--- src/rtl/gtag_pkg.sv ---
// Shared widths, codes and types for the grey-to-glyph mapper.
package gtag_pkg;

  // Field widths fixed by the item formats.
  localparam int GI_W       = 7;
  localparam int LEVEL_W    = 8;
  localparam int PIX_W      = 8;
  localparam int CHAR_W     = 7;
  localparam int CFG_W      = 11;
  localparam int CFG_ADDR_W = 1;

  // Defaults for the top-level parameters.
  localparam int DEF_GLYPH_COUNT = 94;
  localparam int DEF_MAX_DIM     = 1024;

  // Configuration register indexes.
  localparam logic [CFG_ADDR_W-1:0] REG_ROW_WIDTH  = 1'd0;
  localparam logic [CFG_ADDR_W-1:0] REG_FRAME_ROWS = 1'd1;

  // Operation codes of an input item.
  localparam logic OP_LOAD  = 1'b0;
  localparam logic OP_PIXEL = 1'b1;

  // Character codes.
  localparam logic [CHAR_W-1:0] CODE_NEWLINE     = 7'd10;
  localparam logic [CHAR_W-1:0] CODE_SPACE       = 7'd32;
  localparam logic [CHAR_W-1:0] CODE_FIRST_GLYPH = 7'd33;

  // Request from the sequencer to the search unit.
  typedef struct packed {
    logic             start;
    logic [PIX_W-1:0] pixel;
  } scan_req_t;

  // Status returned by the search unit.
  typedef struct packed {
    logic            done;
    logic [GI_W-1:0] index;
  } scan_stat_t;

endpackage

--- src/rtl/gtag_if.sv ---
// Valid/ready channel interfaces for pixel/load items and character results.
interface gtag_req_if;
  import gtag_pkg::*;

  logic               valid;
  logic               ready;
  logic               op;
  logic [GI_W-1:0]    glyph_index;
  logic [LEVEL_W-1:0] glyph_level;
  logic [PIX_W-1:0]   pixel;

  modport source (output valid, op, glyph_index, glyph_level, pixel, input ready);
  modport sink   (input valid, op, glyph_index, glyph_level, pixel, output ready);
endinterface

interface gtag_rsp_if;
  import gtag_pkg::*;

  logic              valid;
  logic              ready;
  logic [CHAR_W-1:0] char_code;
  logic              last_of_run;
  logic              frame_done;

  modport source (output valid, char_code, last_of_run, frame_done, input ready);
  modport sink   (input valid, char_code, last_of_run, frame_done, output ready);
endinterface

--- src/rtl/gtag_scan.sv ---
// Nearest-level search unit: holds the level table and scans it one entry per cycle.
module gtag_scan #(
  parameter int GLYPH_COUNT = gtag_pkg::DEF_GLYPH_COUNT
) (
  input  logic                             clk,
  input  logic                             rst,
  input  logic                             wr_en,
  input  logic [$clog2(GLYPH_COUNT)-1:0]   wr_addr,
  input  logic [gtag_pkg::LEVEL_W-1:0]     wr_data,
  input  gtag_pkg::scan_req_t              req,
  output gtag_pkg::scan_stat_t             stat
);
  import gtag_pkg::*;

  localparam int IDX_W = $clog2(GLYPH_COUNT);
  localparam logic [IDX_W-1:0] LAST_IDX = IDX_W'(GLYPH_COUNT - 1);

  logic [LEVEL_W-1:0] mem [GLYPH_COUNT];
  logic [LEVEL_W-1:0] rd_data;
  logic [IDX_W-1:0]   rd_addr;
  logic               running;
  logic               cmp_valid;
  logic [IDX_W-1:0]   cmp_idx;
  logic [PIX_W-1:0]   pix;
  logic [IDX_W-1:0]   best;
  logic [PIX_W:0]     best_dist;
  logic               done;
  logic [PIX_W-1:0]   gap;

  always_ff @(posedge clk) begin
    if (wr_en) begin
      mem[wr_addr] <= wr_data;
    end
    rd_data <= mem[rd_addr];
  end

  assign gap = (rd_data > pix) ? (rd_data - pix) : (pix - rd_data);

  always_ff @(posedge clk) begin
    if (rst) begin
      running   <= 1'b0;
      cmp_valid <= 1'b0;
      done      <= 1'b0;
    end else begin
      cmp_valid <= running;
      done      <= cmp_valid && (cmp_idx == LAST_IDX);
      if (req.start) begin
        running <= 1'b1;
      end else if (running && (rd_addr == LAST_IDX)) begin
        running <= 1'b0;
      end
    end
  end

  // Payload side of the scan: address walk, pixel hold and running minimum.
  always_ff @(posedge clk) begin
    cmp_idx <= rd_addr;
    if (req.start) begin
      rd_addr   <= '0;
      pix       <= req.pixel;
      best      <= '0;
      best_dist <= {1'b1, {PIX_W{1'b0}}};
    end else begin
      if (running && (rd_addr != LAST_IDX)) begin
        rd_addr <= rd_addr + 1'b1;
      end
      // Strict less-than keeps the lowest index on a tie.
      if (cmp_valid && ({1'b0, gap} < best_dist)) begin
        best      <= cmp_idx;
        best_dist <= {1'b0, gap};
      end
    end
  end

  assign stat.done  = done;
  assign stat.index = GI_W'(best);

endmodule

--- src/rtl/grey_to_ascii_glyph_mapper_unit.sv ---
// Top level of the grey-to-glyph mapper: sequencer, raster counters and output stage.
//
//  Channel  Role    Carries
//  -------  ------  -----------------------------------------------------------
//  req      sink    op, glyph_index, glyph_level, pixel
//  rsp      source  char_code, last_of_run, frame_done
//  cfg_*    write   row_width (index 0), frame_rows (index 1)
//
// A load transaction is taken and the block is ready again at once.
// A pixel of zero has its character offered in the cycle after it is taken; any other
// pixel waits for the table scan of one entry per cycle through the single read port
// of the level memory and the shared compare.
// A newline adds one more output transaction. The block takes one item at a time and
// holds its result while rsp.ready is low. Reset is synchronous and clears the
// counters and the sequencer; the level table is not cleared and has no sweep.
module grey_to_ascii_glyph_mapper_unit #(
  parameter int GLYPH_COUNT = gtag_pkg::DEF_GLYPH_COUNT,
  parameter int MAX_DIM     = gtag_pkg::DEF_MAX_DIM
) (
  input  logic                            clk,
  input  logic                            rst,
  gtag_req_if.sink                        req,
  gtag_rsp_if.source                      rsp,
  input  logic                            cfg_wr_en,
  input  logic [gtag_pkg::CFG_ADDR_W-1:0] cfg_addr,
  input  logic [gtag_pkg::CFG_W-1:0]      cfg_wr_data
);
  import gtag_pkg::*;

  localparam int IDX_W = $clog2(GLYPH_COUNT);
  localparam int CNT_W = $clog2(MAX_DIM);
  localparam int DIM_W = $clog2(MAX_DIM + 1);
  localparam int CMP_W = (CFG_W > DIM_W) ? CFG_W : DIM_W;
  localparam logic [GI_W-1:0]  GLYPH_LIMIT = GI_W'(GLYPH_COUNT);
  localparam logic [CMP_W-1:0] DIM_LIMIT   = CMP_W'(MAX_DIM);

  // Sequencer states.
  localparam logic [1:0] ST_IDLE = 2'd0;
  localparam logic [1:0] ST_SCAN = 2'd1;
  localparam logic [1:0] ST_CHAR = 2'd2;
  localparam logic [1:0] ST_NL   = 2'd3;

  logic [1:0]        state;
  logic [1:0]        state_next;
  logic [CHAR_W-1:0] code;
  logic              last_flag;
  logic              done_flag;
  logic [CNT_W-1:0]  column_count;
  logic [CNT_W-1:0]  row_count;
  logic [DIM_W-1:0]  row_width;
  logic [DIM_W-1:0]  frame_rows;
  logic [DIM_W-1:0]  cfg_dim;
  logic [DIM_W-1:0]  col_plus;
  logic [DIM_W-1:0]  row_plus;
  logic              take;
  logic              take_pixel;
  logic              rsp_take;
  scan_req_t         scan_req;
  scan_stat_t        scan_stat;

  assign take       = req.valid && req.ready;
  assign take_pixel = take && (req.op == OP_PIXEL);
  assign rsp_take   = rsp.valid && rsp.ready;

  // Registers are held already clamped to 1..MAX_DIM.
  always_comb begin
    if (cfg_wr_data == '0) begin
      cfg_dim = DIM_W'(1);
    end else if (CMP_W'(cfg_wr_data) > DIM_LIMIT) begin
      cfg_dim = DIM_W'(MAX_DIM);
    end else begin
      cfg_dim = DIM_W'(cfg_wr_data);
    end
  end

  always_ff @(posedge clk) begin
    if (rst) begin
      row_width  <= DIM_W'(1);
      frame_rows <= DIM_W'(1);
    end else if (cfg_wr_en) begin
      case (cfg_addr)
        REG_ROW_WIDTH:  row_width  <= cfg_dim;
        REG_FRAME_ROWS: frame_rows <= cfg_dim;
        default: ;
      endcase
    end
  end

  // The search unit owns the table; loads with an index past the table are dropped.
  assign scan_req.start = take_pixel && (req.pixel != '0);
  assign scan_req.pixel = req.pixel;

  gtag_scan #(
    .GLYPH_COUNT (GLYPH_COUNT)
  ) u_scan (
    .clk     (clk),
    .rst     (rst),
    .wr_en   (take && (req.op == OP_LOAD) && (req.glyph_index < GLYPH_LIMIT)),
    .wr_addr (req.glyph_index[IDX_W-1:0]),
    .wr_data (req.glyph_level),
    .req     (scan_req),
    .stat    (scan_stat)
  );

  always_comb begin
    state_next = state;
    case (state)
      ST_IDLE: begin
        if (take_pixel) begin
          state_next = (req.pixel == '0) ? ST_CHAR : ST_SCAN;
        end
      end
      ST_SCAN: begin
        if (scan_stat.done) begin
          state_next = ST_CHAR;
        end
      end
      ST_CHAR: begin
        if (rsp_take) begin
          state_next = last_flag ? ST_IDLE : ST_NL;
        end
      end
      ST_NL: begin
        if (rsp_take) begin
          state_next = ST_IDLE;
        end
      end
      default: state_next = ST_IDLE;
    endcase
  end

  always_ff @(posedge clk) begin
    if (rst) begin
      state <= ST_IDLE;
    end else begin
      state <= state_next;
    end
  end

  // The raster position moves on when the pixel is taken; the flags it yields are
  // kept for the character and, where a row ends mid-frame, for the newline after it.
  assign col_plus = DIM_W'(column_count) + DIM_W'(1);
  assign row_plus = DIM_W'(row_count) + DIM_W'(1);

  always_ff @(posedge clk) begin
    if (rst) begin
      column_count <= '0;
      row_count    <= '0;
    end else if (take_pixel) begin
      if (col_plus < row_width) begin
        column_count <= column_count + 1'b1;
      end else begin
        column_count <= '0;
        if (row_plus >= frame_rows) begin
          row_count <= '0;
        end else begin
          row_count <= row_count + 1'b1;
        end
      end
    end
  end

  always_ff @(posedge clk) begin
    if (take_pixel) begin
      code <= CODE_SPACE;
      if (col_plus < row_width) begin
        last_flag <= 1'b1;
        done_flag <= 1'b0;
      end else if (row_plus >= frame_rows) begin
        last_flag <= 1'b1;
        done_flag <= 1'b1;
      end else begin
        last_flag <= 1'b0;
        done_flag <= 1'b0;
      end
    end else if ((state == ST_SCAN) && scan_stat.done) begin
      code <= CODE_FIRST_GLYPH + CHAR_W'(scan_stat.index);
    end
  end

  assign req.ready       = (state == ST_IDLE);
  assign rsp.valid       = (state == ST_CHAR) || (state == ST_NL);
  assign rsp.char_code   = (state == ST_NL) ? CODE_NEWLINE : code;
  assign rsp.last_of_run = (state == ST_NL) ? 1'b1 : last_flag;
  assign rsp.frame_done  = (state == ST_NL) ? 1'b0 : done_flag;

`ifndef SYNTH
  // No new item is taken while a result is still on offer.
  a_no_overlap: assert property (@(posedge clk) disable iff (rst)
    req.ready |-> !rsp.valid)
    else $error("input taken while a result is pending");

  // A newline always closes the run and never marks the end of a frame.
  a_newline_flags: assert property (@(posedge clk) disable iff (rst)
    (rsp.valid && (rsp.char_code == CODE_NEWLINE)) |-> (rsp.last_of_run && !rsp.frame_done))
    else $error("newline with wrong flags");

  // The end of a frame is always the last result of its pixel.
  a_frame_last: assert property (@(posedge clk) disable iff (rst)
    (rsp.valid && rsp.frame_done) |-> rsp.last_of_run)
    else $error("frame end without end of run");

  // Once the final result of a pixel is taken, the block is ready again.
  a_ready_after_run: assert property (@(posedge clk) disable iff (rst)
    (rsp_take && rsp.last_of_run) |=> req.ready)
    else $error("not ready after end of run");

  // The search unit only finishes while the sequencer waits for it.
  a_scan_done_state: assert property (@(posedge clk) disable iff (rst)
    scan_stat.done |-> (state == ST_SCAN))
    else $error("search finished outside the scan state");
`endif

endmodule

--- src/flat_wrapper.sv ---
// flat-port wrapper written by rule: the top's interface ports become plain ports
module grey_to_ascii_glyph_mapper_unit_flat import gtag_pkg::*;
#(
  parameter int GLYPH_COUNT = gtag_pkg::DEF_GLYPH_COUNT,
  parameter int MAX_DIM     = gtag_pkg::DEF_MAX_DIM
)
  (clk, rst, cfg_wr_en, cfg_addr, cfg_wr_data, req_valid, req_op, req_glyph_index, req_glyph_level, req_pixel, req_ready, rsp_valid, rsp_char_code, rsp_last_of_run, rsp_frame_done, rsp_ready);
  gtag_req_if req_i ();
  gtag_rsp_if rsp_i ();
  input  logic clk;
  input  logic rst;
  input  logic cfg_wr_en;
  input  logic [gtag_pkg::CFG_ADDR_W-1:0] cfg_addr;
  input  logic [gtag_pkg::CFG_W-1:0] cfg_wr_data;
  input wire logic [$bits(req_i.valid)-1:0] req_valid;
  input wire logic [$bits(req_i.op)-1:0] req_op;
  input wire logic [$bits(req_i.glyph_index)-1:0] req_glyph_index;
  input wire logic [$bits(req_i.glyph_level)-1:0] req_glyph_level;
  input wire logic [$bits(req_i.pixel)-1:0] req_pixel;
  output wire logic [$bits(req_i.ready)-1:0] req_ready;
  output wire logic [$bits(rsp_i.valid)-1:0] rsp_valid;
  output wire logic [$bits(rsp_i.char_code)-1:0] rsp_char_code;
  output wire logic [$bits(rsp_i.last_of_run)-1:0] rsp_last_of_run;
  output wire logic [$bits(rsp_i.frame_done)-1:0] rsp_frame_done;
  input wire logic [$bits(rsp_i.ready)-1:0] rsp_ready;
  assign req_i.valid = req_valid;
  assign req_i.op = req_op;
  assign req_i.glyph_index = req_glyph_index;
  assign req_i.glyph_level = req_glyph_level;
  assign req_i.pixel = req_pixel;
  assign req_ready = req_i.ready;
  assign rsp_valid = rsp_i.valid;
  assign rsp_char_code = rsp_i.char_code;
  assign rsp_last_of_run = rsp_i.last_of_run;
  assign rsp_frame_done = rsp_i.frame_done;
  assign rsp_i.ready = rsp_ready;
  grey_to_ascii_glyph_mapper_unit #(.GLYPH_COUNT(GLYPH_COUNT), .MAX_DIM(MAX_DIM)) u_core (.clk(clk), .rst(rst), .req(req_i), .rsp(rsp_i), .cfg_wr_en(cfg_wr_en), .cfg_addr(cfg_addr), .cfg_wr_data(cfg_wr_data));
endmodule
--- config.mk ---
export PLATFORM = sky130hd
export DESIGN_NAME = grey_to_ascii_glyph_mapper_unit_flat
export DESIGN_NICKNAME = d
export VERILOG_FILES = /design/src/rtl/gtag_pkg.sv /design/src/rtl/gtag_if.sv /design/src/rtl/gtag_scan.sv /design/src/rtl/grey_to_ascii_glyph_mapper_unit.sv /design/src/flat_wrapper.sv
export SDC_FILE = /design/constraint.sdc
export NUM_CORES = 1
export LEC_CHECK = 0
export BUFFER_PORTS_ARGS = -buffer_cell sky130_fd_sc_hd__clkbuf_2
export CAP_MARGIN = 20
export CORE_AREA = 2 2 251 253
export DETAILED_ROUTE_END_ITERATION = 10
export DIE_AREA = 0 0 253 255
export PLACE_DENSITY = 0.73
export SYNTH_ARGS = -nofsm -noshare
export SYNTH_HDL_FRONTEND = slang
export SYNTH_HIERARCHICAL = 1
export SYNTH_SLANG_ARGS = --single-unit
--- constraint.sdc ---
create_clock -name clk -period 4.65 [get_ports clk]
set_input_delay 0.465 -clock clk [delete_from_list [all_inputs] [get_ports clk]]
set_output_delay 0.465 -clock clk [all_outputs]
set_load 0.02 [all_outputs]
Yosys cells after proc, flatten, opt, wreduce, memory -nomap -nowiden. Memories as Yosys holds them, arrays and structs flattened. A register that Yosys moved wholly into a read port is not among the register bits. Cells that the tools add are included.

Add/sub/neg operators: 8. Magnitude comparators: 6. Equality and inequality tests: 10. Multiplexer cells: 20. Bitwise operators: 3. Reductions and logical operators: 21.

Operators by type and width (number): 10-bit by 1-bit adder with 11-bit output (second input constant) (2); 11-bit two-way mux (2); 10-bit by 1-bit adder with 10-bit output (second input constant) (2); 10-bit two-way mux (2); 8-bit subtractor (2); 7-bit equality test (second input constant) (2); 2-bit two-way mux (6); 11-bit >= comparator (1); 11-bit > comparator (second input constant) (1); 1-bit logical AND (11); 11-bit logical NOT (1); 11-bit < comparator (1); 8-bit by 9-bit < comparator with 1-bit output (1); 8-bit > comparator (1); 8-bit logical NOT (1); 8-bit two-way mux (1); 2-bit case mux with 4 select lines (1); 8-bit nonzero test (1); 6-bit by 7-bit adder with 7-bit output (first input constant) (1); 7-bit by 1-bit adder with 7-bit output (second input constant) (1); 7-bit < comparator (second input constant) (1); 1-bit two-way mux (7); 7-bit two-way mux (1); 7-bit inequality test (second input constant) (1); 10 further kinds (17).

Bits in registers: 94. Bits in writable memories: 752. Bits of input ports: 41. Output and inout port bits: 11. Word-level logic and storage cells: 85. Memories: 1.

Memories: u_core.u_scan.mem (depth 94, width 8, rd ports 1, clocked after Yosys merged registers in 1, wr ports 1, RTL line gtag_scan.sv:18) `logic [LEVEL_W-1:0] mem [GLYPH_COUNT];`.

Longest topological paths before layout. Gate-level depths: netlist of the first run.

Depth in word-level cells: 6. Depth in mapped cells: 19. Depth with buffers taken out: 17.

Hierarchy. Netlist of the first run, hierarchy kept.

By module, submodules not included: gtag_scan (times used 1, cells an instance 1648, area an instance 31775.5 um^2, sequential area each 23642.7 um^2); grey_to_ascii_glyph_mapper_unit (times used 1, cells an instance 392, area an instance 3185.6 um^2, sequential area each 1081.0 um^2).

Least setup slack after synthesis of the first run. Ideal clock, no wire load.

Path type: reg2reg. From: register u_core.u_scan.pix[5]. To: register u_core.u_scan.best[2]. Setup time: 128 ps. Data arrival time: 3385 ps. Required time: 4522 ps. Setup slack: 1137 ps. Cell stages (with the launch flop): 18. Buffers on the path: 3. Period minus slack after synthesis: 3513 ps. Cell sequence: edfxtp_1 -> ha_1 -> buf_2 -> a211oi_1 -> o21bai_1 -> o22a_1 -> buf_2 -> mux2_2 -> xnor2_1 -> inv_1 -> ha_1 -> a21oi_1 -> o21a_1 -> o21ai_0 -> a31oi_1 -> buf_2 -> mux2i_1 -> nor2_1.

Cells in the longest elaborated chain, start to end: 4. Elaborated cells on any way between the ends: 6. Classes of those cells: add/sub (2); order compare (2); mux (1); reduce/logical (1).

Ends and longest elaborated chain: start, declared (RTL line gtag_scan.sv:24) `logic [PIX_W-1:0] pix;`; start signal, assigned (RTL line gtag_scan.sv:60) `pix <= req.pixel;`; 8-bit subtractor / 8-bit > comparator (equally long branches) (RTL line gtag_scan.sv:37) `assign gap = (rd_data > pix) ? (rd_data - pix) : (pix - rd_data);`; 8-bit two-way mux * (RTL line gtag_scan.sv:37); net u_core.u_scan.gap[6] (RTL line gtag_scan.sv:28) `logic [PIX_W-1:0] gap;`; 8-bit by 9-bit < comparator with 1-bit output * (RTL line gtag_scan.sv:68) `if (cmp_valid && ({1'b0, gap} < best_dist)) begin`; 1-bit logical AND * (RTL line gtag_scan.sv:68); end signal, assigned (RTL line gtag_scan.sv:69) `best <= cmp_idx;`; end, declared (RTL line gtag_scan.sv:25) `logic [IDX_W-1:0] best;`.

The timed path passes the listed nets; every way through them passes the cells marked *. A chain may end at the register's enable or synchronous reset.

Worst setup path in the final report of the first run.
From: register u_core.u_scan.pix[5]. To: register u_core.u_scan.best[0].

The elaborated chain is that of the path after synthesis.

==> report_table.html, run 1 <==
<table>
<tr><th>Metric</th><th>Value</th></tr>
<tr><th colspan="2">Status</th></tr>
<tr><td>Run status</td><td>finished, final reports clean</td></tr>
<tr><th colspan="2">Clocking</th></tr>
<tr><td>Max H-tree Level</td><td>3</td></tr>
<tr><td>Clock tree from TritonCTS</td><td>built</td></tr>
<tr><td>CTS sink count</td><td>about 850</td></tr>
<tr><td>Root buf cell</td><td>sky130_fd_sc_hd__clkbuf_16</td></tr>
<tr><td>Clk pin slew, worst setup/hold paths</td><td>about 0.06 ns</td></tr>
<tr><td>Insertion delay of the later-clocked pin in the worst-skew pair</td><td>around 0.64 ns</td></tr>
<tr><td>Maximum root-to-sink buffer count</td><td>3</td></tr>
<tr><td>CTS Buf Count</td><td>between 80 and 90</td></tr>
<tr><th colspan="2">Global routing</th></tr>
<tr><td>Total global-route track usage</td><td>0.2490</td></tr>
<tr><td>Largest net degree at the start of global routing</td><td>95</td></tr>
<tr><td>Congestion Overflow GR</td><td>0</td></tr>
<tr><td>Initial antenna violation count</td><td>1</td></tr>
<tr><td>Fraction of met2 tracks used by global routing</td><td>0.4049</td></tr>
<tr><td>Met1 capacity usage during global routing</td><td>0.3436</td></tr>
<tr><td>Global-route wire length before repair</td><td>118,000 um</td></tr>
<tr><td>Vias in the first global route</td><td>roughly 19,000</td></tr>
<tr><td>Met3 Use GR</td><td>0.05054</td></tr>
<tr><td>Most crowded layer after global routing</td><td>met2</td></tr>
<tr><th colspan="2">Timing</th></tr>
<tr><td>Final period demand of the worst path</td><td>~4.2 ns</td></tr>
<tr><td>Final Hold Viols</td><td>0</td></tr>
<tr><td>Achievable clock frequency</td><td>236.4 MHz</td></tr>
<tr><td>Fin Clk Skew</td><td>0.03181 ns</td></tr>
<tr><td>Final Setup Violations</td><td>0</td></tr>
<tr><td>Slew at the pin closest to its max-slew limit</td><td>1.016 ns</td></tr>
<tr><td>Final total negative setup slack</td><td>0 ns</td></tr>
<tr><td>Unrepaired setup endpoints after global routing</td><td>no</td></tr>
<tr><td>Fin. max-slew vios</td><td>0</td></tr>
<tr><td>Max_slew headroom</td><td>0.3229</td></tr>
<tr><td>Final Cycle Share</td><td>0.9098</td></tr>
<tr><th colspan="2">Placement</th></tr>
<tr><td>Dpl cells</td><td>2,854</td></tr>
<tr><td>Dpl hpwl</td><td>49,090 um</td></tr>
<tr><td>Number of buffers inserted by port buffering</td><td>roughly 50</td></tr>
<tr><td>Final weighted congestion of routability-driven global placement</td><td>between 0.8 and 0.9</td></tr>
<tr><th colspan="2">Power and ir drop</th></tr>
<tr><td>PD cells</td><td>around 480 nW/um2</td></tr>
<tr><td>Leakage</td><td>approximately 13 nW</td></tr>
<tr><td>Peak supply drop</td><td>around 530 uV</td></tr>
<tr><th colspan="2">Logic synthesis</th></tr>
<tr><td>Total standard cell area after synthesis</td><td>34,960 um2</td></tr>
<tr><td>Prevailing post-synth register cell</td><td>sky130_fd_sc_hd__edfxtp_1</td></tr>
<tr><td>Synth Net Count</td><td>approximately 2,100</td></tr>
<tr><td>Number of enable-type register cells in the synthesized netlist</td><td>762</td></tr>
<tr><td>Cell variety after synth</td><td>roughly 70</td></tr>
<tr><td>Number of warning messages in the yosys log</td><td>6</td></tr>
<tr><td>Gate count after technology mapping</td><td>around 2,000</td></tr>
<tr><td>Synth async-reset ratio</td><td>0</td></tr>
<tr><td>Seq/Total Area, Yosys</td><td>0.7072</td></tr>
<tr><td>Avg Synthesized Cell Area</td><td>17.14 um2</td></tr>
<tr><td>Total of flip-flops plus latches after synthesis</td><td>roughly 850</td></tr>
<tr><th colspan="2">Setup path</th></tr>
<tr><td>Critical register-to-register path endpoint</td><td>u_core/u_scan/best[0]$_SDFFE_PP0P_</td></tr>
<tr><td>End of the critical path</td><td>u_core/u_scan/best[0]$_SDFFE_PP0P_</td></tr>
<tr><td>R2r startpoint</td><td>u_core/u_scan/pix[5]$_DFFE_PP_</td></tr>
<tr><td>Depth of the worst register-to-register path</td><td>15</td></tr>
<tr><td>Critical Path Stages</td><td>15</td></tr>
<tr><td>Highest fanout seen on the critical path</td><td>13</td></tr>
<tr><td>Class of the most critical setup path</td><td>register to register</td></tr>
<tr><td>Dominant delay contributor by cell family on the critical path</td><td>compound AO/OA/AOI/OAI gates</td></tr>
<tr><td>Crit end category</td><td>register</td></tr>
<tr><td>Most used cell, CP</td><td>sky130_fd_sc_hd__ha_1</td></tr>
<tr><td>Largest incremental delay on the critical path</td><td>about 0.48 ns</td></tr>
<tr><td>Required time reported for the critical path endpoint</td><td>roughly 5.1 ns</td></tr>
<tr><td>Worst EP arrival</td><td>roughly 4.7 ns</td></tr>
<tr><td>Origin of the worst setup path</td><td>u_core/u_scan/pix[5]$_DFFE_PP_</td></tr>
<tr><td>Buf/Inv on CP</td><td>2</td></tr>
<tr><td>Startpoint types</td><td>register</td></tr>
<tr><td>Cell with the biggest individual delay on the critical path</td><td>sky130_fd_sc_hd__ha_1</td></tr>
<tr><td>Cell breakdown of the critical path</td><td>ha_1 &gt; a211oi_1 &gt; o21bai_1 &gt; o22a_1 &gt; mux2_2 &gt; xnor2_1 &gt; inv_1 &gt; ha_1 &gt; a21oi_1 &gt; o21a_1 &gt; o21ai_0 &gt; a31oi_4 &gt; buf_4 &gt; mux2i_1 &gt; nor2_1</td></tr>
<tr><td>Worst reg2reg setup slack</td><td>0.42 ns</td></tr>
<tr><th colspan="2">Flow run</th></tr>
<tr><td>Count of max-cap constraint violations</td><td>0</td></tr>
<tr><th colspan="2">Routing</th></tr>
<tr><td>DRT Pass-1 Iters</td><td>5</td></tr>
<tr><td>Detailed-route via count</td><td>19,060</td></tr>
<tr><td>Total wire length after detailed routing</td><td>approximately 80,000 um</td></tr>
<tr><td>Via count normalized by instance count</td><td>between 6 and 7</td></tr>
<tr><td>Drt initial violations</td><td>2,254</td></tr>
<tr><td>Remaining antenna violation count</td><td>0</td></tr>
<tr><td>Routed length per placed instance</td><td>26.07 um</td></tr>
<tr><td>Post-detailed-route DRC marker count</td><td>0</td></tr>
<tr><th colspan="2">Die</th></tr>
<tr><td>Initial core utilization</td><td>0.5624</td></tr>
<tr><td>Number of top-level pins</td><td>52</td></tr>
<tr><td>Die H</td><td>255 um</td></tr>
<tr><td>Placement Rows</td><td>around 90</td></tr>
<tr><td>DIE AREA</td><td>64,520 um2</td></tr>
<tr><td>CORE AREA</td><td>around 62,000 um2</td></tr>
<tr><td>Die outline width</td><td>between 200 and 300 um</td></tr>
<tr><th colspan="2">Cells and area</th></tr>
<tr><td>Antenna fix cells</td><td>0</td></tr>
<tr><td>Layout overhead on the synthesized area</td><td>11.27%</td></tr>
<tr><td>Share of layout cells above drive strength 1</td><td>0.1974</td></tr>
<tr><td>Layout Cells excl Fill</td><td>around 3,000</td></tr>
<tr><td>Final standard cell utilization of the core</td><td>0.6258</td></tr>
<tr><td>Layout net count</td><td>2,234</td></tr>
<tr><th colspan="2">Worst hold path</th></tr>
<tr><td>Worst hold path type</td><td>input port to register</td></tr>
</table>
## kinds of logic after synthesis
| logic type | after synthesis | synth area share |
|---|---|---|
| flops | 854 | 0.7072 |
| simple gates | 423 | 0.05830 |
| mux | 280 | 0.1407 |
| compound gates | 237 | 0.04474 |
| buf+inv | 163 | 0.02251 |
| fa+ha+maj | 50 | 0.01832 |
| xor+xnor | 33 | 0.008267 |
## state kept, by name, summed over array words and instances (netlist names), 2 cells and up
name / count
u_core/u_scan/best: 7
u_core/row_count: 10
u_core/u_scan/rd_data: 8
u_core/frame_rows: 11
u_core/code: 7
u_core/u_scan/rd_addr: 7
u_core/u_scan/pix: 8
u_core/column_count: 10
u_core/u_scan/mem: 752
u_core/state: 2
u_core/u_scan/best_dist: 9
u_core/u_scan/cmp_idx: 7
u_core/row_width: 11
## area by class of cell
type | instances | area, um2
sequential | 854 | 24740
clock inverter | 45 | 400.4
timing repair buffer | 121 | 840.8
multi-input combinational | 1023 | 9468
tap | 799 | 999.7
clock buffer | 103 | 2237
inverter | 58 | 217.7
fill | 4320 | 23260
## through the flow
stage	instance area, um2	worst slack (ns)	hold WS, ns	power [W]
floorplan	34960	1.137	0.3258	0.01120
global placement	36220	0.7095	0.4382	0.01200
detailed placement	36230	0.4183	0.4485	0.01209
CTS	38870	0.4167	0.01337	0.01861
global route	38900	0.1203	0.01598	0.01915
finish	38900	0.4196	0.03888	0.01849
## power breakdown
group	leakage [nW]	total (W)	internal, W	switching [W]
Combinational	3.68	0.00327	0.00153	0.00174
Sequential	7.60	0.00868	0.00846	0.000217
Clock	1.30	0.00654	0.00375	0.00279
## metal layers
metal  share of wire  vias up
li1                -     8269
met1            0.40     9734
met2            0.49      895
met3           0.085      159
met4           0.029        2
met5         0.00017        -
## synthesized netlist by cell type (23+ instances only)
| library cell | number | area, um2 |
|---|---|---|
| sky130_fd_sc_hd__dfxtp_1 | 92 | 1842 |
| sky130_fd_sc_hd__o21ai_0 | 33 | 165.2 |
| sky130_fd_sc_hd__edfxtp_1 | 762 | 22880 |
| sky130_fd_sc_hd__mux2i_1 | 101 | 1011 |
| sky130_fd_sc_hd__nand3_1 | 43 | 215.2 |
| sky130_fd_sc_hd__nor3b_1 | 23 | 172.7 |
| sky130_fd_sc_hd__inv_1 | 56 | 210.2 |
| sky130_fd_sc_hd__nor2_1 | 163 | 611.8 |
| sky130_fd_sc_hd__ha_1 | 48 | 600.6 |
| sky130_fd_sc_hd__a211oi_1 | 33 | 247.7 |
| sky130_fd_sc_hd__nor2b_1 | 24 | 150.1 |
| sky130_fd_sc_hd__nand2_1 | 76 | 285.3 |
| sky130_fd_sc_hd__mux4_2 | 168 | 3784 |
| sky130_fd_sc_hd__clkbuf_1 | 45 | 168.9 |
| sky130_fd_sc_hd__a21oi_1 | 70 | 350.3 |
| sky130_fd_sc_hd__buf_2 | 32 | 160.2 |
| sky130_fd_sc_hd__nor3_1 | 23 | 115.1 |
## placed cells by master (no fill, tap or decap), types with 13 or more instances in the layout
cell                        instances
sky130_fd_sc_hd__o22ai_1           18
sky130_fd_sc_hd__a21oi_1           70
sky130_fd_sc_hd__nor3_1            23
sky130_fd_sc_hd__clkbuf_2          43
sky130_fd_sc_hd__edfxtp_1         762
sky130_fd_sc_hd__xnor2_1           19
sky130_fd_sc_hd__mux4_2           168
sky130_fd_sc_hd__xor2_1            14
sky130_fd_sc_hd__nand4_1           13
sky130_fd_sc_hd__o21ai_0           33
sky130_fd_sc_hd__and2_1            13
sky130_fd_sc_hd__ha_1              48
sky130_fd_sc_hd__clkbuf_1          16
sky130_fd_sc_hd__inv_1             56
sky130_fd_sc_hd__clkinv_2          16
sky130_fd_sc_hd__nor2_1           162
sky130_fd_sc_hd__nand3_1           43
sky130_fd_sc_hd__nand2_1           76
sky130_fd_sc_hd__mux2i_1          101
sky130_fd_sc_hd__nor3b_1           23
sky130_fd_sc_hd__clkinv_1          19
sky130_fd_sc_hd__buf_4             64
sky130_fd_sc_hd__nor2b_1           24
sky130_fd_sc_hd__clkbuf_16         87
sky130_fd_sc_hd__dfxtp_1           87
sky130_fd_sc_hd__a211oi_1          33
## repair_timing
item / 4_1_cts / 5_1_grt
setup endpoints to repair: 0 / 1
resized for setup: 0 / 1
setup buffers: 0 / 0
hold buffers: 0 / 0
## how the worst min path moves through the flow
| stage | cells past startpoint | endpoint | start | slack, ns |
|---|---|---|---|---|
| 3_3_place_gp | 1 | u_core/u_scan/best_dist[8]$_SDFFE_PP1P_ | u_core/u_scan/best_dist[8]$_SDFFE_PP1P_ | 0.44 |
| 6_report | 1 | u_core/u_scan/pix[6]$_DFFE_PP_ | req_pixel[6] | 0.04 |
| 5_1_grt | 1 | u_core/u_scan/pix[4]$_DFFE_PP_ | req_pixel[4] | 0.02 |
| 4_1_cts | 1 | u_core/u_scan/pix[6]$_DFFE_PP_ | req_pixel[6] | 0.01 |
| 2_1_floorplan | 0 | u_core/u_scan/cmp_idx[2]$_DFF_P_ | u_core/u_scan/rd_addr[2]$_SDFFE_PP0P_ | 0.33 |
| 3_5_place_dp | 1 | u_core/u_scan/best_dist[8]$_SDFFE_PP1P_ | u_core/u_scan/best_dist[8]$_SDFFE_PP1P_ | 0.45 |
(Power assumes the default switching activity.)
==> run 2: changes to the inputs <==
--- a/config.mk
+++ b/config.mk
@@ -5,13 +5,13 @@
 export SDC_FILE = /design/constraint.sdc
 export NUM_CORES = 1
 export LEC_CHECK = 0
+export ABC_AREA = 1
 export BUFFER_PORTS_ARGS = -buffer_cell sky130_fd_sc_hd__clkbuf_2
 export CAP_MARGIN = 20
-export CORE_AREA = 2 2 251 253
+export CORE_AREA = 2 2 260 262
 export DETAILED_ROUTE_END_ITERATION = 10
-export DIE_AREA = 0 0 253 255
+export DIE_AREA = 0 0 262 264
 export PLACE_DENSITY = 0.73
 export SYNTH_ARGS = -nofsm -noshare
 export SYNTH_HDL_FRONTEND = slang
-export SYNTH_HIERARCHICAL = 1
 export SYNTH_SLANG_ARGS = --single-unit
==> report_table.html, run 2 <==
<table>
<tr><th>Metric</th><th>Value</th></tr>
<tr><th colspan="2">Timing</th></tr>
<tr><td>Final Hold Viols</td><td>0 (unchanged)</td></tr>
<tr><td>Max_slew headroom</td><td>0.2214 (-0.1015)</td></tr>
<tr><td>Slew at the pin closest to its max-slew limit</td><td>1.165 ns (+0.1494 ns)</td></tr>
<tr><td>Fin. max-slew vios</td><td>0 (unchanged)</td></tr>
<tr><td>Achievable clock frequency</td><td>274.4 MHz (+16%)</td></tr>
<tr><td>Fin Clk Skew</td><td>0.01709 ns (-0.01472 ns)</td></tr>
<tr><td>Worst Setup Slack, final</td><td>1.006 ns (+0.5861 ns)</td></tr>
<tr><td>Final period demand of the worst path</td><td>3.644 ns (-0.5861 ns)</td></tr>
<tr><td>Final total negative setup slack</td><td>0 ns (unchanged)</td></tr>
<tr><td>Final Cycle Share</td><td>0.7837 (-0.1260)</td></tr>
<tr><td>Unrepaired setup endpoints after global routing</td><td>no</td></tr>
<tr><td>Worst Hold Margin</td><td>0.02867 ns (-0.01021 ns)</td></tr>
<tr><td>Final Setup Violations</td><td>0 (unchanged)</td></tr>
<tr><th colspan="2">Clocking</th></tr>
<tr><td>Maximum root-to-sink buffer count</td><td>3 (unchanged)</td></tr>
<tr><td>Insertion delay of the later-clocked pin in the worst-skew pair</td><td>0.65 ns (about the same)</td></tr>
<tr><td>Clk pin slew, worst setup/hold paths</td><td>0.06 ns (about the same)</td></tr>
<tr><td>Cts hold-fix bufs</td><td>3 (+3)</td></tr>
<tr><td>Post-CTS Resized</td><td>0 (unchanged)</td></tr>
<tr><td>Root buf cell</td><td>sky130_fd_sc_hd__clkbuf_16</td></tr>
<tr><td>Clock tree from TritonCTS</td><td>built</td></tr>
<tr><td>CTS Buf Count</td><td>88 (+3.5%)</td></tr>
<tr><td>CTS sink count</td><td>854 (unchanged)</td></tr>
<tr><td>Max H-tree Level</td><td>3 (unchanged)</td></tr>
<tr><td>Buffers inserted during post-CTS setup optimization</td><td>0 (unchanged)</td></tr>
<tr><th colspan="2">Global routing</th></tr>
<tr><td>Largest net degree at the start of global routing</td><td>236 (+150%)</td></tr>
<tr><td>Vias in the first global route</td><td>24,240 (+29%)</td></tr>
<tr><td>Total global-route track usage</td><td>0.2609 (+0.01193)</td></tr>
<tr><td>Initial antenna violation count</td><td>2 (+1)</td></tr>
<tr><td>Global-route wire length before repair</td><td>137,800 um (+17%)</td></tr>
<tr><td>Congestion Overflow GR</td><td>0 (unchanged)</td></tr>
<tr><th colspan="2">Routing</th></tr>
<tr><td>Total wire length after detailed routing</td><td>90,300 um (+15%)</td></tr>
<tr><td>Routed length per placed instance</td><td>19.80 um (-24%)</td></tr>
<tr><td>Post-detailed-route DRC marker count</td><td>0 (unchanged)</td></tr>
<tr><td>Remaining antenna violation count</td><td>0 (unchanged)</td></tr>
<tr><td>Detailed-route via count</td><td>25,460 (+34%)</td></tr>
<tr><td>DRT Pass-1 Iters</td><td>6 (+1)</td></tr>
<tr><td>Via count normalized by instance count</td><td>5.584 (-12%)</td></tr>
<tr><td>Drt initial violations</td><td>3,044 (+35%)</td></tr>
<tr><th colspan="2">Placement</th></tr>
<tr><td>Number of buffers inserted by port buffering</td><td>51 (unchanged)</td></tr>
<tr><td>Final weighted congestion of routability-driven global placement</td><td>0.8843 (-0.35%)</td></tr>
<tr><td>Dpl hpwl</td><td>52,470 um (+6.9%)</td></tr>
<tr><td>Post-Place Setup Slack</td><td>1.055 ns (+0.6370 ns)</td></tr>
<tr><td>Dpl cells</td><td>4,390 (+54%)</td></tr>
<tr><th colspan="2">Setup path</th></tr>
<tr><td>R2r startpoint</td><td>u_core.u_scan.pix[2]$_DFFE_PP_</td></tr>
<tr><td>Crit end category</td><td>register</td></tr>
<tr><td>Critical register-to-register path endpoint</td><td>u_core.u_scan.best_dist[2]$_SDFFE_PP0P_</td></tr>
<tr><td>Cell breakdown of the critical path</td><td>ha_1 &gt; nand2_1 &gt; o21ai_0 &gt; nand2_1 &gt; nand2_1 &gt; nor2_1 &gt; o21ai_0 &gt; nand2_1 &gt; inv_1 &gt; ha_1 &gt; nand2_1 &gt; nor2_1 &gt; o211ai_1 &gt; nand4_1 &gt; inv_1 &gt; o21ai_0 &gt; a21oi_1</td></tr>
<tr><td>Startpoint types</td><td>register</td></tr>
<tr><td>Class of the most critical setup path</td><td>register to register</td></tr>
<tr><td>Origin of the worst setup path</td><td>u_core.u_scan.pix[2]$_DFFE_PP_</td></tr>
<tr><td>Worst EP arrival</td><td>4.21 ns (-0.50 ns)</td></tr>
<tr><td>Required time reported for the critical path endpoint</td><td>5.21 ns (+0.08 ns)</td></tr>
<tr><td>Highest fanout seen on the critical path</td><td>17 (+4)</td></tr>
<tr><td>Cell with the biggest individual delay on the critical path</td><td>sky130_fd_sc_hd__inv_1</td></tr>
<tr><td>Worst reg2reg setup slack</td><td>1.01 ns (+0.59 ns)</td></tr>
<tr><td>End of the critical path</td><td>u_core.u_scan.best_dist[2]$_SDFFE_PP0P_</td></tr>
<tr><td>Most used cell, CP</td><td>sky130_fd_sc_hd__nand2_1</td></tr>
<tr><td>Depth of the worst register-to-register path</td><td>17 (+2)</td></tr>
<tr><td>Largest incremental delay on the critical path</td><td>0.52 ns (+0.04 ns)</td></tr>
<tr><th colspan="2">Logic synthesis</th></tr>
<tr><td>Total of flip-flops plus latches after synthesis</td><td>854 (unchanged)</td></tr>
<tr><td>Cell types with the largest area share after synthesis</td><td>sky130_fd_sc_hd__edfxtp_1, sky130_fd_sc_hd__nand2_1, sky130_fd_sc_hd__dfxtp_1</td></tr>
<tr><td>Top cells by count, synth</td><td>sky130_fd_sc_hd__nand2_1, sky130_fd_sc_hd__edfxtp_1, sky130_fd_sc_hd__nor2_1, sky130_fd_sc_hd__inv_1, sky130_fd_sc_hd__nand3_1</td></tr>
<tr><td>Seq/Total Area, Yosys</td><td>0.6607 (-0.04644)</td></tr>
<tr><td>Number of warning messages in the yosys log</td><td>0 (-6)</td></tr>
<tr><td>Total standard cell area after synthesis</td><td>37,420 um2 (+7.0%)</td></tr>
<tr><td>Cell variety after synth</td><td>49 (-32%)</td></tr>
<tr><td>Most area-hungry cell type in the Yosys netlist</td><td>sky130_fd_sc_hd__edfxtp_1</td></tr>
<tr><td>Gate count after technology mapping</td><td>3,606 (+77%)</td></tr>
<tr><td>Number of enable-type register cells in the synthesized netlist</td><td>762 (unchanged)</td></tr>
<tr><td>Prevailing post-synth register cell</td><td>sky130_fd_sc_hd__edfxtp_1</td></tr>
<tr><td>Leading cell type by number of instances after synthesis</td><td>sky130_fd_sc_hd__nand2_1</td></tr>
<tr><td>Synth async-reset ratio</td><td>0 (unchanged)</td></tr>
<tr><td>Synth Net Count</td><td>3,697 (+73%)</td></tr>
<tr><td>Area fraction of the dominant cell type after synthesis</td><td>0.6115 (-0.04298)</td></tr>
<tr><td>Avg Synthesized Cell Area</td><td>10.38 um2 (-39%)</td></tr>
<tr><th colspan="2">Cells and area</th></tr>
<tr><td>Most flops, register</td><td>u_core.u_scan.mem</td></tr>
<tr><td>Area of combinational cells with multiple inputs</td><td>10,130 um2 (+7.0%)</td></tr>
<tr><td>Most common library cell in the layout ignoring fill and taps</td><td>sky130_fd_sc_hd__nand2_1</td></tr>
<tr><td>Storage cell area</td><td>24,730 um2 (about the same)</td></tr>
<tr><td>Commonest non-fill, non-tap cells in the layout</td><td>sky130_fd_sc_hd__nand2_1, sky130_fd_sc_hd__edfxtp_1, sky130_fd_sc_hd__nor2_1, sky130_fd_sc_hd__inv_1, sky130_fd_sc_hd__nand3_1</td></tr>
<tr><td>Layout net count</td><td>3,702 (+66%)</td></tr>
<tr><td>Share of layout cells above drive strength 1</td><td>0.07081 (-0.1266)</td></tr>
<tr><td>Number of flip-flops in the largest register</td><td>752 (unchanged)</td></tr>
<tr><td>Layout Cells excl Fill</td><td>4,560 (+52%)</td></tr>
<tr><td>Fillcell total</td><td>5,373 (+24%)</td></tr>
<tr><td>Layout overhead on the synthesized area</td><td>9.329%</td></tr>
<tr><td>Largest registers</td><td>u_core.u_scan.mem: 752 flops, u_core.frame_rows: 11 flops, u_core.row_width: 11 flops</td></tr>
<tr><th colspan="2">Power and ir drop</th></tr>
<tr><td>Peak supply drop</td><td>602.6 uV (+15%)</td></tr>
<tr><td>Internal power summed over all cells</td><td>0.01424 W (+3.6%)</td></tr>
<tr><td>Switching fraction of total power</td><td>0.3404 (+0.08347)</td></tr>
<tr><td>PD cells</td><td>527.7 nW/um2 (+11%)</td></tr>
<tr><td>Fraction of power consumed by sequential logic</td><td>0.403 (-0.066)</td></tr>
<tr><td>Clock group share of total power</td><td>0.323 (-0.031)</td></tr>
<tr><td>Net switching power</td><td>0.007349 W (+55%)</td></tr>
<tr><td>Leakage</td><td>15.86 nW (+26%)</td></tr>
<tr><td>Share of total power in combinational logic</td><td>0.274 (+0.097)</td></tr>
<tr><th colspan="2">Flow run</th></tr>
<tr><td>Count of max-cap constraint violations</td><td>0 (unchanged)</td></tr>
<tr><th colspan="2">Die</th></tr>
<tr><td>Die outline width</td><td>262 um (+3.6%)</td></tr>
<tr><td>Number of top-level pins</td><td>52 (unchanged)</td></tr>
<tr><td>DIE AREA</td><td>69,170 um2 (+7.2%)</td></tr>
<tr><td>Die H</td><td>264 um (+3.5%)</td></tr>
<tr><td>CORE AREA</td><td>66,560 um2 (+7.1%)</td></tr>
<tr><td>Initial core utilization</td><td>0.5621 (about the same)</td></tr>
<tr><td>Placement Rows</td><td>95 (+3.3%)</td></tr>
<tr><th colspan="2">Worst hold path</th></tr>
<tr><td>Cells on Worst Hold Path</td><td>1 (unchanged)</td></tr>
<tr><td>Worst hold path type</td><td>input port to register</td></tr>
<tr><th colspan="2">Status</th></tr>
<tr><td>Run status</td><td>finished, final reports clean</td></tr>
</table>
run 2: cell families (layout without fill, tap and decap cells):
logic type,count (synthesis),after routing,synth area share
AND/OR/NAND/NOR,1673,1673,0.1836
adder cells (fa/ha/maj),50,50,0.01712
other,0,1,0
flip-flops,854,854,0.6607
buffers and inverters,555,635,0.06858
AO/OA/AOI/OAI,450,450,0.06433
XOR/XNOR,24,24,0.005618
run 2: stage by stage:
step	cell area (um2)	power (W)	utilization
after detailed placement	38010	0.01469	0.5711
after CTS	40900	0.02160	0.6144
after global routing	40910	0.02262	0.6145
after global placement	37990	0.01461	0.5707
after floorplan	37420	0.01329	-
final	40910	0.02159	0.6146
run 2: metal layers:
metal,vias to the layer above,track usage,wire length [um]
met1,12040,0.3577,36630
met2,1144,0.4186,42700
li1,12090,-,-
met3,194,0.04529,7900
met4,2,0.09849,3052
met5,-,0,17
run 2: worst min path at each step:
stage,from,end
finish,req_pixel[4],u_core.u_scan.pix[4]$_DFFE_PP_
global route,req_pixel[3],u_core.u_scan.pix[3]$_DFFE_PP_
CTS,req_pixel[4],u_core.u_scan.pix[4]$_DFFE_PP_
detailed placement,u_core.u_scan.rd_addr[5]$_SDFFE_PP0P_,u_core.u_scan.cmp_idx[5]$_DFF_P_
global placement,u_core.u_scan.rd_addr[5]$_SDFFE_PP0P_,u_core.u_scan.cmp_idx[5]$_DFF_P_
floorplan,u_core.u_scan.rd_addr[4]$_SDFFE_PP0P_,u_core.u_scan.cmp_idx[4]$_DFF_P_
run 2: cell type report:
| type | instances | area share |
|---|---|---|
| Sequential cell | 854 | 0.6046 |
| Multi-Input combinational cell | 2197 | 0.2476 |
| Clock buffer | 107 | 0.05658 |
| Inverter | 374 | 0.03471 |
| Tap cell | 873 | 0.02670 |
| Timing Repair Buffer | 96 | 0.01667 |
| Clock inverter | 58 | 0.01312 |
| Antenna cell | 1 | 0.00006117 |
run 2: power groups by stage:
stage	Combinational, W	Sequential, W	Clock, W
after global routing	0.00657	0.00873	0.00732
after global placement	0.00575	0.00886	0
after floorplan	0.00453	0.00876	0
after CTS	0.00586	0.00871	0.00703
after detailed placement	0.00582	0.00887	0
final	0.00591	0.00871	0.00697
run 2: worst max-delay path, delay by kind of cell, from the launching register on:
kind	cells	cell delay, ns
AOI/OAI and AO/OA	5	0.90
adders and majority gates	2	0.65
buffers and inverters	2	0.59
DFF	1	0.39
and+or+nand+nor	8	1.04
